`config.mk`:
```
export PLATFORM = sky130hd
export DESIGN_NAME = cascaded_pid_two_loop
export DESIGN_NICKNAME = d
export VERILOG_FILES = /design/src/rtl/core/cpid_pkg.sv /design/src/rtl/core/cpid_datapath.sv /design/src/rtl/core/cascaded_pid_two_loop.sv
export SDC_FILE = /design/constraint.sdc
export NUM_CORES = 2
export LEC_CHECK = 0
export BUFFER_PORTS_ARGS = -buffer_cell sky130_fd_sc_hd__buf_2
export CAP_MARGIN = 20
export CORE_ASPECT_RATIO = 0.6
export CORE_UTILIZATION = 40
export DETAILED_ROUTE_END_ITERATION = 8
export GPL_TIMING_DRIVEN = 0
export SLEW_MARGIN = 20
export SYNTH_ARGS = -nofsm -noshare
export SYNTH_HDL_FRONTEND = slang
export SYNTH_HIERARCHICAL = 1
export SYNTH_SLANG_ARGS = --single-unit
```
`constraint.sdc`:
```
create_clock -name i_clk -period 12.8 [get_ports i_clk]
set_input_delay 2.56 -clock i_clk [delete_from_list [all_inputs] [get_ports i_clk]]
set_output_delay 2.56 -clock i_clk [all_outputs]
set_load 0.05 [all_outputs]
```
`src/rtl/core/cpid_pkg.sv`:
```
package cpid_pkg;

    // default sizes, handed to the top level parameters
    localparam int DATA_WIDTH_DEF     = 16;
    localparam int ACC_WIDTH_DEF      = 32;
    localparam int GAIN_FRAC_BITS_DEF = 8;

    // gains are fixed 16 bit signed fixed point
    localparam int GAIN_WIDTH = 16;

    // configuration register map
    localparam int CFG_IDX_W = 3;
    localparam int NUM_REGS  = 6;
    typedef logic [CFG_IDX_W-1:0] t_cfg_idx;
    localparam t_cfg_idx CFG_OUTER_P = 3'd0;
    localparam t_cfg_idx CFG_OUTER_I = 3'd1;
    localparam t_cfg_idx CFG_OUTER_D = 3'd2;
    localparam t_cfg_idx CFG_INNER_P = 3'd3;
    localparam t_cfg_idx CFG_INNER_I = 3'd4;
    localparam t_cfg_idx CFG_INNER_D = 3'd5;
    localparam t_cfg_idx CFG_COUNT   = 3'd6;

    // inner proportional gain resets to 1.0 in Q8.8
    localparam logic signed [GAIN_WIDTH-1:0] INNER_P_RESET = 16'sd256;

    // datapath operation of one microcode step
    typedef enum logic [2:0] {
        OP_IDLE,
        OP_ERR,
        OP_MUL_P,
        OP_MUL_I,
        OP_MUL_D,
        OP_ADD,
        OP_OUT
    } t_op;

    // sequencing of one microcode step
    typedef enum logic [1:0] {
        JC_NEXT,
        JC_WAIT_IN,
        JC_WAIT_OUT,
        JC_RESTART
    } t_jump;

    localparam logic LOOP_OUTER = 1'b0;
    localparam logic LOOP_INNER = 1'b1;

    typedef struct packed {
        t_op  op;
        logic loop;
    } t_ctrl;

    typedef struct packed {
        t_ctrl ctrl;
        t_jump jump;
    } t_ucode;

    localparam int STEP_W     = 4;
    localparam int PROG_DEPTH = 16;
    typedef logic [STEP_W-1:0] t_step;

    localparam t_step STEP_FIRST = 4'd0;

    // control store: wait for a request, run the outer loop, then the inner loop
    localparam t_ucode UCODE_ROM [PROG_DEPTH] = '{
        '{'{OP_IDLE,  LOOP_OUTER}, JC_WAIT_IN},
        '{'{OP_ERR,   LOOP_OUTER}, JC_NEXT},
        '{'{OP_MUL_P, LOOP_OUTER}, JC_NEXT},
        '{'{OP_MUL_I, LOOP_OUTER}, JC_NEXT},
        '{'{OP_MUL_D, LOOP_OUTER}, JC_NEXT},
        '{'{OP_ADD,   LOOP_OUTER}, JC_NEXT},
        '{'{OP_OUT,   LOOP_OUTER}, JC_NEXT},
        '{'{OP_ERR,   LOOP_INNER}, JC_NEXT},
        '{'{OP_MUL_P, LOOP_INNER}, JC_NEXT},
        '{'{OP_MUL_I, LOOP_INNER}, JC_NEXT},
        '{'{OP_MUL_D, LOOP_INNER}, JC_NEXT},
        '{'{OP_ADD,   LOOP_INNER}, JC_NEXT},
        '{'{OP_OUT,   LOOP_INNER}, JC_WAIT_OUT},
        '{'{OP_IDLE,  LOOP_OUTER}, JC_RESTART},
        '{'{OP_IDLE,  LOOP_OUTER}, JC_RESTART},
        '{'{OP_IDLE,  LOOP_OUTER}, JC_RESTART}
    };

endpackage

```
`src/rtl/core/cpid_datapath.sv`:
```
module cpid_datapath #(
    parameter int DATA_WIDTH     = cpid_pkg::DATA_WIDTH_DEF,
    parameter int ACC_WIDTH      = cpid_pkg::ACC_WIDTH_DEF,
    parameter int GAIN_FRAC_BITS = cpid_pkg::GAIN_FRAC_BITS_DEF
) (
    input  logic                                     i_clk,
    input  logic                                     i_rst_n,
    input  cpid_pkg::t_ctrl                          i_ctrl,
    input  logic signed [cpid_pkg::GAIN_WIDTH-1:0]   i_gain,
    input  logic signed [DATA_WIDTH-1:0]             i_meas,
    input  logic signed [DATA_WIDTH-1:0]             i_target,
    output logic signed [DATA_WIDTH-1:0]             o_drive
);

    localparam int GW  = cpid_pkg::GAIN_WIDTH;
    localparam int EW0 = DATA_WIDTH + 1;
    localparam int DRW = DATA_WIDTH + 2;
    localparam int OPW = (ACC_WIDTH > DRW) ? ACC_WIDTH : DRW;
    localparam int XW  = OPW + 1;
    localparam int PW  = GW + OPW;
    localparam int SW  = PW + 3;

    localparam logic signed [XW-1:0] ACC_MAX  = XW'({1'b0, {(ACC_WIDTH-1){1'b1}}});
    localparam logic signed [XW-1:0] ACC_MIN  = ~ACC_MAX;
    localparam logic signed [SW-1:0] DRV_MAX  = SW'({1'b0, {(DATA_WIDTH-1){1'b1}}});
    localparam logic signed [SW-1:0] DRV_MIN  = ~DRV_MAX;
    localparam logic signed [SW-1:0] ROUND    = (SW'(1) << GAIN_FRAC_BITS) >> 1;

    logic signed [ACC_WIDTH-1:0] r_accum [2];
    logic signed [EW0-1:0]       r_prev  [2];
    logic signed [EW0-1:0]       r_err;
    logic signed [DRW-1:0]       r_der;
    logic signed [PW-1:0]        r_prod;
    logic signed [SW-1:0]        r_sum;

    logic signed [EW0-1:0]       w_err;
    logic signed [EW0-1:0]       w_prev;
    logic signed [DRW-1:0]       w_der;
    logic signed [XW-1:0]        w_acc_sum;
    logic signed [ACC_WIDTH-1:0] w_acc_sat;
    logic signed [OPW-1:0]       w_opnd;
    logic signed [PW-1:0]        w_prod;
    logic signed [SW-1:0]        w_rounded;
    logic signed [SW-1:0]        w_shifted;

    // error, derivative and saturating integral of the selected loop
    always_comb begin
        w_err  = EW0'(i_meas) - EW0'(i_target);
        w_prev = r_prev[i_ctrl.loop];
        if (w_prev == '0) begin
            w_der = '0;
        end else begin
            w_der = DRW'(w_err) - DRW'(w_prev);
        end
        w_acc_sum = XW'(r_accum[i_ctrl.loop]) + XW'(w_err);
        if (w_acc_sum > ACC_MAX) begin
            w_acc_sat = ACC_WIDTH'(ACC_MAX);
        end else if (w_acc_sum < ACC_MIN) begin
            w_acc_sat = ACC_WIDTH'(ACC_MIN);
        end else begin
            w_acc_sat = ACC_WIDTH'(w_acc_sum);
        end
    end

    // shared multiplier operand
    always_comb begin
        unique case (i_ctrl.op)
            cpid_pkg::OP_MUL_P: w_opnd = OPW'(r_err);
            cpid_pkg::OP_MUL_I: w_opnd = OPW'(r_accum[i_ctrl.loop]);
            cpid_pkg::OP_MUL_D: w_opnd = OPW'(r_der);
            default:            w_opnd = '0;
        endcase
        w_prod = PW'(i_gain) * PW'(w_opnd);
    end

    // round, scale and saturate
    always_comb begin
        w_rounded = r_sum + ROUND;
        w_shifted = w_rounded >>> GAIN_FRAC_BITS;
        if (w_shifted > DRV_MAX) begin
            o_drive = DATA_WIDTH'(DRV_MAX);
        end else if (w_shifted < DRV_MIN) begin
            o_drive = DATA_WIDTH'(DRV_MIN);
        end else begin
            o_drive = DATA_WIDTH'(w_shifted);
        end
    end

    // loop state
    always_ff @(posedge i_clk) begin
        if (!i_rst_n) begin
            r_accum[0] <= '0;
            r_accum[1] <= '0;
            r_prev[0]  <= '0;
            r_prev[1]  <= '0;
        end else if (i_ctrl.op == cpid_pkg::OP_ERR) begin
            r_accum[i_ctrl.loop] <= w_acc_sat;
            r_prev[i_ctrl.loop]  <= w_err;
        end
    end

    // working registers
    always_ff @(posedge i_clk) begin
        unique case (i_ctrl.op)
            cpid_pkg::OP_ERR: begin
                r_err <= w_err;
                r_der <= w_der;
                r_sum <= '0;
            end
            cpid_pkg::OP_MUL_P: begin
                r_prod <= w_prod;
            end
            cpid_pkg::OP_MUL_I, cpid_pkg::OP_MUL_D: begin
                r_sum  <= r_sum + SW'(r_prod);
                r_prod <= w_prod;
            end
            cpid_pkg::OP_ADD: begin
                r_sum <= r_sum + SW'(r_prod);
            end
            default: begin
            end
        endcase
    end

endmodule

```
`src/rtl/core/cascaded_pid_two_loop.sv`:
```
// cascaded two-loop pid controller, one control tick per request
// input channel (i_in_valid / o_in_ready) carries outer measured, outer target
//   and inner measured; the outer loop runs first and its drive is the inner
//   loop's target
// output channel (o_out_valid / i_out_ready) carries both saturated drives
// config channel (i_cfg_valid / o_cfg_ready) writes the six signed gains by
//   index; o_cfg_ready is high whenever reset is released, writes to unused
//   indexes are dropped, and gains should only change while no request is in flight
// a request runs through the whole control store before the next one is taken;
//   a single shared multiplier forms the six gain products one after another
//   under the control store
// the input side is free again as soon as the result is loaded, so the next
//   request is taken while the previous result still waits for the receiver
// a stalled receiver holds the sequencer in its last step until the output
//   register frees up
// reset (synchronous, active low) clears the integrals and previous errors,
//   sets all gains to zero except the inner proportional gain, which is 1.0;
//   both ready outputs stay low while reset is held
module cascaded_pid_two_loop #(
    parameter int DATA_WIDTH     = cpid_pkg::DATA_WIDTH_DEF,
    parameter int ACC_WIDTH      = cpid_pkg::ACC_WIDTH_DEF,
    parameter int GAIN_FRAC_BITS = cpid_pkg::GAIN_FRAC_BITS_DEF
) (
    input  logic                                   i_clk,
    input  logic                                   i_rst_n,
    // input requests
    input  logic                                   i_in_valid,
    output logic                                   o_in_ready,
    input  logic signed [DATA_WIDTH-1:0]           i_outer_measured,
    input  logic signed [DATA_WIDTH-1:0]           i_outer_target,
    input  logic signed [DATA_WIDTH-1:0]           i_inner_measured,
    // results
    output logic                                   o_out_valid,
    input  logic                                   i_out_ready,
    output logic signed [DATA_WIDTH-1:0]           o_outer_drive,
    output logic signed [DATA_WIDTH-1:0]           o_inner_drive,
    // gain writes
    input  logic                                   i_cfg_valid,
    output logic                                   o_cfg_ready,
    input  logic [cpid_pkg::CFG_IDX_W-1:0]         i_cfg_index,
    input  logic signed [cpid_pkg::GAIN_WIDTH-1:0] i_cfg_data
);

    localparam int GW = cpid_pkg::GAIN_WIDTH;

    // sequencer
    cpid_pkg::t_step  r_step;
    cpid_pkg::t_step  n_step;
    cpid_pkg::t_ucode w_uc;
    logic             w_accept;
    logic             w_finish;

    // gain registers
    logic signed [GW-1:0] r_gain [cpid_pkg::NUM_REGS];
    logic signed [GW-1:0] w_gain;

    // captured request and intermediate outer drive
    logic signed [DATA_WIDTH-1:0] r_in_om;
    logic signed [DATA_WIDTH-1:0] r_in_ot;
    logic signed [DATA_WIDTH-1:0] r_in_im;
    logic signed [DATA_WIDTH-1:0] r_outer_drive;

    // datapath hookup
    logic signed [DATA_WIDTH-1:0] w_meas;
    logic signed [DATA_WIDTH-1:0] w_target;
    logic signed [DATA_WIDTH-1:0] w_drive;

    // output register
    logic                         r_out_valid;
    logic signed [DATA_WIDTH-1:0] r_out_outer;
    logic signed [DATA_WIDTH-1:0] r_out_inner;

    // fetch the control word of the current step
    assign w_uc = cpid_pkg::UCODE_ROM[r_step];

    // a request is only taken in the wait step at the top of the program
    assign o_in_ready = i_rst_n && (w_uc.jump == cpid_pkg::JC_WAIT_IN);
    assign w_accept   = i_in_valid && o_in_ready;

    // last step completes once the output register can take the result
    assign w_finish = (w_uc.jump == cpid_pkg::JC_WAIT_OUT) &&
                      (!r_out_valid || i_out_ready);

    // next step: fall through, wait on a condition, or jump back to the top
    always_comb begin
        unique case (w_uc.jump)
            cpid_pkg::JC_NEXT: begin
                n_step = r_step + cpid_pkg::t_step'(1);
            end
            cpid_pkg::JC_WAIT_IN: begin
                n_step = w_accept ? r_step + cpid_pkg::t_step'(1) : r_step;
            end
            cpid_pkg::JC_WAIT_OUT: begin
                n_step = w_finish ? cpid_pkg::STEP_FIRST : r_step;
            end
            default: begin
                n_step = cpid_pkg::STEP_FIRST;
            end
        endcase
    end

    always_ff @(posedge i_clk) begin
        if (!i_rst_n) begin
            r_step <= cpid_pkg::STEP_FIRST;
        end else begin
            r_step <= n_step;
        end
    end

    // gain writes; ready outside reset, unknown indexes are ignored
    assign o_cfg_ready = i_rst_n;

    always_ff @(posedge i_clk) begin
        if (!i_rst_n) begin
            for (int k = 0; k < cpid_pkg::NUM_REGS; k++) begin
                r_gain[k] <= (k == int'(cpid_pkg::CFG_INNER_P)) ?
                             cpid_pkg::INNER_P_RESET : '0;
            end
        end else if (i_cfg_valid && (i_cfg_index < cpid_pkg::CFG_COUNT)) begin
            r_gain[i_cfg_index] <= i_cfg_data;
        end
    end

    // gain for the current multiply step
    always_comb begin
        unique case (w_uc.ctrl.op)
            cpid_pkg::OP_MUL_P: begin
                w_gain = (w_uc.ctrl.loop == cpid_pkg::LOOP_INNER) ?
                         r_gain[cpid_pkg::CFG_INNER_P] : r_gain[cpid_pkg::CFG_OUTER_P];
            end
            cpid_pkg::OP_MUL_I: begin
                w_gain = (w_uc.ctrl.loop == cpid_pkg::LOOP_INNER) ?
                         r_gain[cpid_pkg::CFG_INNER_I] : r_gain[cpid_pkg::CFG_OUTER_I];
            end
            cpid_pkg::OP_MUL_D: begin
                w_gain = (w_uc.ctrl.loop == cpid_pkg::LOOP_INNER) ?
                         r_gain[cpid_pkg::CFG_INNER_D] : r_gain[cpid_pkg::CFG_OUTER_D];
            end
            default: begin
                w_gain = '0;
            end
        endcase
    end

    // capture the request when it is taken
    always_ff @(posedge i_clk) begin
        if (w_accept) begin
            r_in_om <= i_outer_measured;
            r_in_ot <= i_outer_target;
            r_in_im <= i_inner_measured;
        end
    end

    // inner loop chases the outer drive
    assign w_meas   = (w_uc.ctrl.loop == cpid_pkg::LOOP_INNER) ? r_in_im : r_in_om;
    assign w_target = (w_uc.ctrl.loop == cpid_pkg::LOOP_INNER) ? r_outer_drive : r_in_ot;

    cpid_datapath #(
        .DATA_WIDTH     (DATA_WIDTH),
        .ACC_WIDTH      (ACC_WIDTH),
        .GAIN_FRAC_BITS (GAIN_FRAC_BITS)
    ) u_datapath (
        .i_clk    (i_clk),
        .i_rst_n  (i_rst_n),
        .i_ctrl   (w_uc.ctrl),
        .i_gain   (w_gain),
        .i_meas   (w_meas),
        .i_target (w_target),
        .o_drive  (w_drive)
    );

    // hold the outer drive for the inner loop and for the result
    always_ff @(posedge i_clk) begin
        if ((w_uc.ctrl.op == cpid_pkg::OP_OUT) &&
            (w_uc.ctrl.loop == cpid_pkg::LOOP_OUTER)) begin
            r_outer_drive <= w_drive;
        end
    end

    // output register, loaded at the end of the program
    always_ff @(posedge i_clk) begin
        if (!i_rst_n) begin
            r_out_valid <= 1'b0;
        end else if (w_finish) begin
            r_out_valid <= 1'b1;
        end else if (i_out_ready) begin
            r_out_valid <= 1'b0;
        end
    end

    always_ff @(posedge i_clk) begin
        if (w_finish) begin
            r_out_outer <= r_outer_drive;
            r_out_inner <= w_drive;
        end
    end

    assign o_out_valid   = r_out_valid;
    assign o_outer_drive = r_out_outer;
    assign o_inner_drive = r_out_inner;

endmodule

```
==> metrics.csv <==
stage,metric,value,unit
synthesis,avgSynthCellArea,9.99,um^2
hold_path,holdPathEnd,o_outer_drive[1],
global_routing,overflow,0,
placement,hpwl,98600,um
synthesis,synth_area_leaders,"edfxtp_1 (30%), fa_1 (23%), ha_1 (7.0%)",
hold_path,hp-class,reg -> reg,
global_routing,grt_pass1_wl,184000,um
placement,pre_cts_ws,-405,ps
synthesis,netlist_area,0.0422,mm^2
hold_path,hold_start,r_outer_drive[1],
final_layout,syn_to_final_growth,9.82,%
route,detail-route-antenna-nets,0,
synthesis,synth-async-reset-ratio,0,
synthesis,synth_most_common_cell,inv_1,
route,drtIter0Drc,3156,
timing,fin_skew,57.7,ps
synthesis,synth_enable_flop_cells,424,
cts,clk_latency,630,ps
worst_setup_path,r2r_slack,440,ps
synthesis,postSynthCellCount,4227,
synthesis,synthTopCellsByCount,"inv_1 (693), fa_1 (490), edfxtp_1 (424)",
synthesis,synthFlopType,edfxtp_1,
timing,finalSetupViolCount,0,
floorplan,die_area,0.107,mm^2
timing,drv_slew,0,
worst_setup_path,r2r_end,u_datapath/r_prod[47],
power,power_leakage,0.0204,uW
floorplan,num_rows,91,
worst_setup_path,cpMostUsedCell,fa_1,
final_layout,final_core_util,0.447,
floorplan,die_x,422,um
floorplan,io_pins,107,
placement,dp_cells,5742,
worst_setup_path,critPathLaunch,r_step[0],
worst_setup_path,cp-start-kind,register,
worst_setup_path,cp-end-kind,register,
floorplan,initial_core_util,0.407,
timing,finalWorstPathRequiredPeriod,12360,ps
worst_setup_path,path_class,reg -> reg,
hold_path,hold_path_depth,0,
route,first_pass_iters,6,
final_layout,layout.cells.non_filler,5826,
timing,hold-worst-slack,461,ps
synthesis,yosys_warnings,6,
route,wirelength,121000,um
worst_setup_path,crit_path_max_incr_delay,730,ps
power,power.density,151,mW/mm^2
cts,cts_root_buf,clkbuf_16,
timing,hold_violations,0,
status,status,finished clean,
worst_setup_path,slowest_stage,o21ai_1,
global_routing,grt_max_degree,52,
cts,cts_tree,built,
worst_setup_path,r2r-start,r_step[0],
worst_setup_path,required,13110,ps
global_routing,antenna_found_initial,3,
cts,htreeDepth,2,
final_layout,drive_above_1_share,0.0836,
worst_setup_path,worst_ep_arrival_time,12670,ps
final_layout,nFillCells,9901,
synthesis,synth_cell_types,102,
floorplan,core_area,0.104,mm^2
timing,fmax,80.9,MHz
timing,fin_ws,442,ps
placement,place.gp.congestion,0.983,
synthesis,syn_nets,5025,
power,vdd_drop_max,99.2,uV
synthesis,yosysTopAreaCell,edfxtp_1,
global_routing,grt_pass1_vias,29800,
cts,cts_buffer_depth,3,
worst_setup_path,cp_max_fo,10,
timing,timing.slew.headroom,0.272,
route,vias_per_cell,5.28,
timing,post-route-period-util,0.965,
synthesis,synth_top_area_frac,0.301,
run,max_cap_viol_count,0,
final_layout,nets,5191,
timing,worst_slew_pin_slew,1090,ps
floorplan,die_h,254,um
global_routing,grtUsageTotal,0.228,
route,vias,30800,
synthesis,ys_ff_latch,429,
cts,cts_hold_buf,0,
cts,clk_pin_slew,70,ps
worst_setup_path,rr_worst_depth,35,
route,drc,0,
synthesis,seq_area_frac_synth,0.304,
cts,clock-sinks,429,
timing,rsz0062_at_grt,false,
cts,numCtsBuffers,44,
route,avgRoutedWirePerCell,20.8,um
placement,port_buffers,105,
state kept, by name, indices dropped and copies added, names as in the netlist, 17 cells and up:
| name | flops |
|---|---|
| r_gain | 96 |
| u_datapath/r_accum | 64 |
| u_datapath/r_sum | 51 |
| u_datapath/r_prod | 48 |
| u_datapath/r_prev | 34 |
| u_datapath/r_der | 18 |
| u_datapath/r_err | 17 |
cells by family (layout without fill, tap and decap cells):
kind of cell,count (synthesis),count (layout),share of synthesized area
simple gates,1300,1300,0.149
buf+inv,876,1077,0.0805
fa+ha+maj,726,726,0.302
compound gates,600,600,0.0967
flops,429,429,0.304
xor+xnor,172,172,0.0358
mux,124,124,0.0320
other cells,0,3,0
where the power goes:
part,switching [uW],internal [uW],leakage [uW]
sequential,157,1890,0.00413
combinational,2370,1280,0.0156
clock,591,724,0.000701
metal layers:
| layer | vias up | track usage | share of wire |
|---|---|---|---|
| li1 | 14200 | - | - |
| met1 | 15200 | 0.363 | 0.50 |
| met2 | 1328 | 0.284 | 0.36 |
| met3 | 97 | 0.0848 | 0.13 |
| met4 | 0 | 0.0402 | 0.015 |
| met5 | - | 0 | 0 |
timing repair:
action | in CTS | in global routing
gates resized for setup | 4 | 15
cloned | 0 | 0
setup buffers | 0 | 0
setup endpoints to repair | 2 | 3
final cells by class:
class	count	area (um^2)	area share
multi-input cells	2922	26100	0.563
flip-flops and latches	429	12800	0.277
inverters	695	2610	0.0564
well taps	1395	1750	0.0376
clock buffers	51	1130	0.0243
plain buffers	181	797	0.0172
repair buffers	120	796	0.0172
clock inverters	30	332	0.00715
diodes	3	7.51	0.000162
worst max-delay path: cells and delay by family (launching register included):
kind	cells	cell delay (ps)
AO/OA/AOI/OAI	8	2870
adder cells (fa/ha/maj)	8	3830
buffers and inverters	11	2670
flip-flops	1	420
multiplexers	2	420
AND/OR/NAND/NOR	6	1800
layout by cell type (no fill, tap or decap), types with 78 or more instances in the layout:
cell / n
clkbuf_1: 143
and2_1: 218
mux2_2: 78
fa_1: 490
o21ai_0: 104
edfxtp_1: 424
a21oi_1: 147
a21o_1: 105
xnor2_1: 107
inv_1: 693
nor2_1: 373
buf_2: 117
nand2_1: 376
ha_1: 236
worst max-delay path by stage:
| stage | slack (ps) | cells past startpoint | end |
|---|---|---|---|
| after floorplan | 3540 | 36 | u_datapath/r_prod[47] |
| after global placement | -310 | 36 | u_datapath/r_prod[46] |
| after detailed placement | -400 | 36 | u_datapath/r_prod[46] |
| after CTS | 50 | 37 | u_datapath/r_prod[46] |
| after global routing | 70 | 35 | u_datapath/r_prod[46] |
| final | 440 | 35 | u_datapath/r_prod[47] |
per-stage QoR:
step	power (uW)	instance area [um^2]	TNS [ps]
after floorplan	4530	42200	0
after global placement	5570	44500	-408
after detailed placement	5630	44900	-428
after CTS	6970	46300	0
after global routing	7470	46400	0
final	7020	46400	0
(Power assumes the default switching activity.)
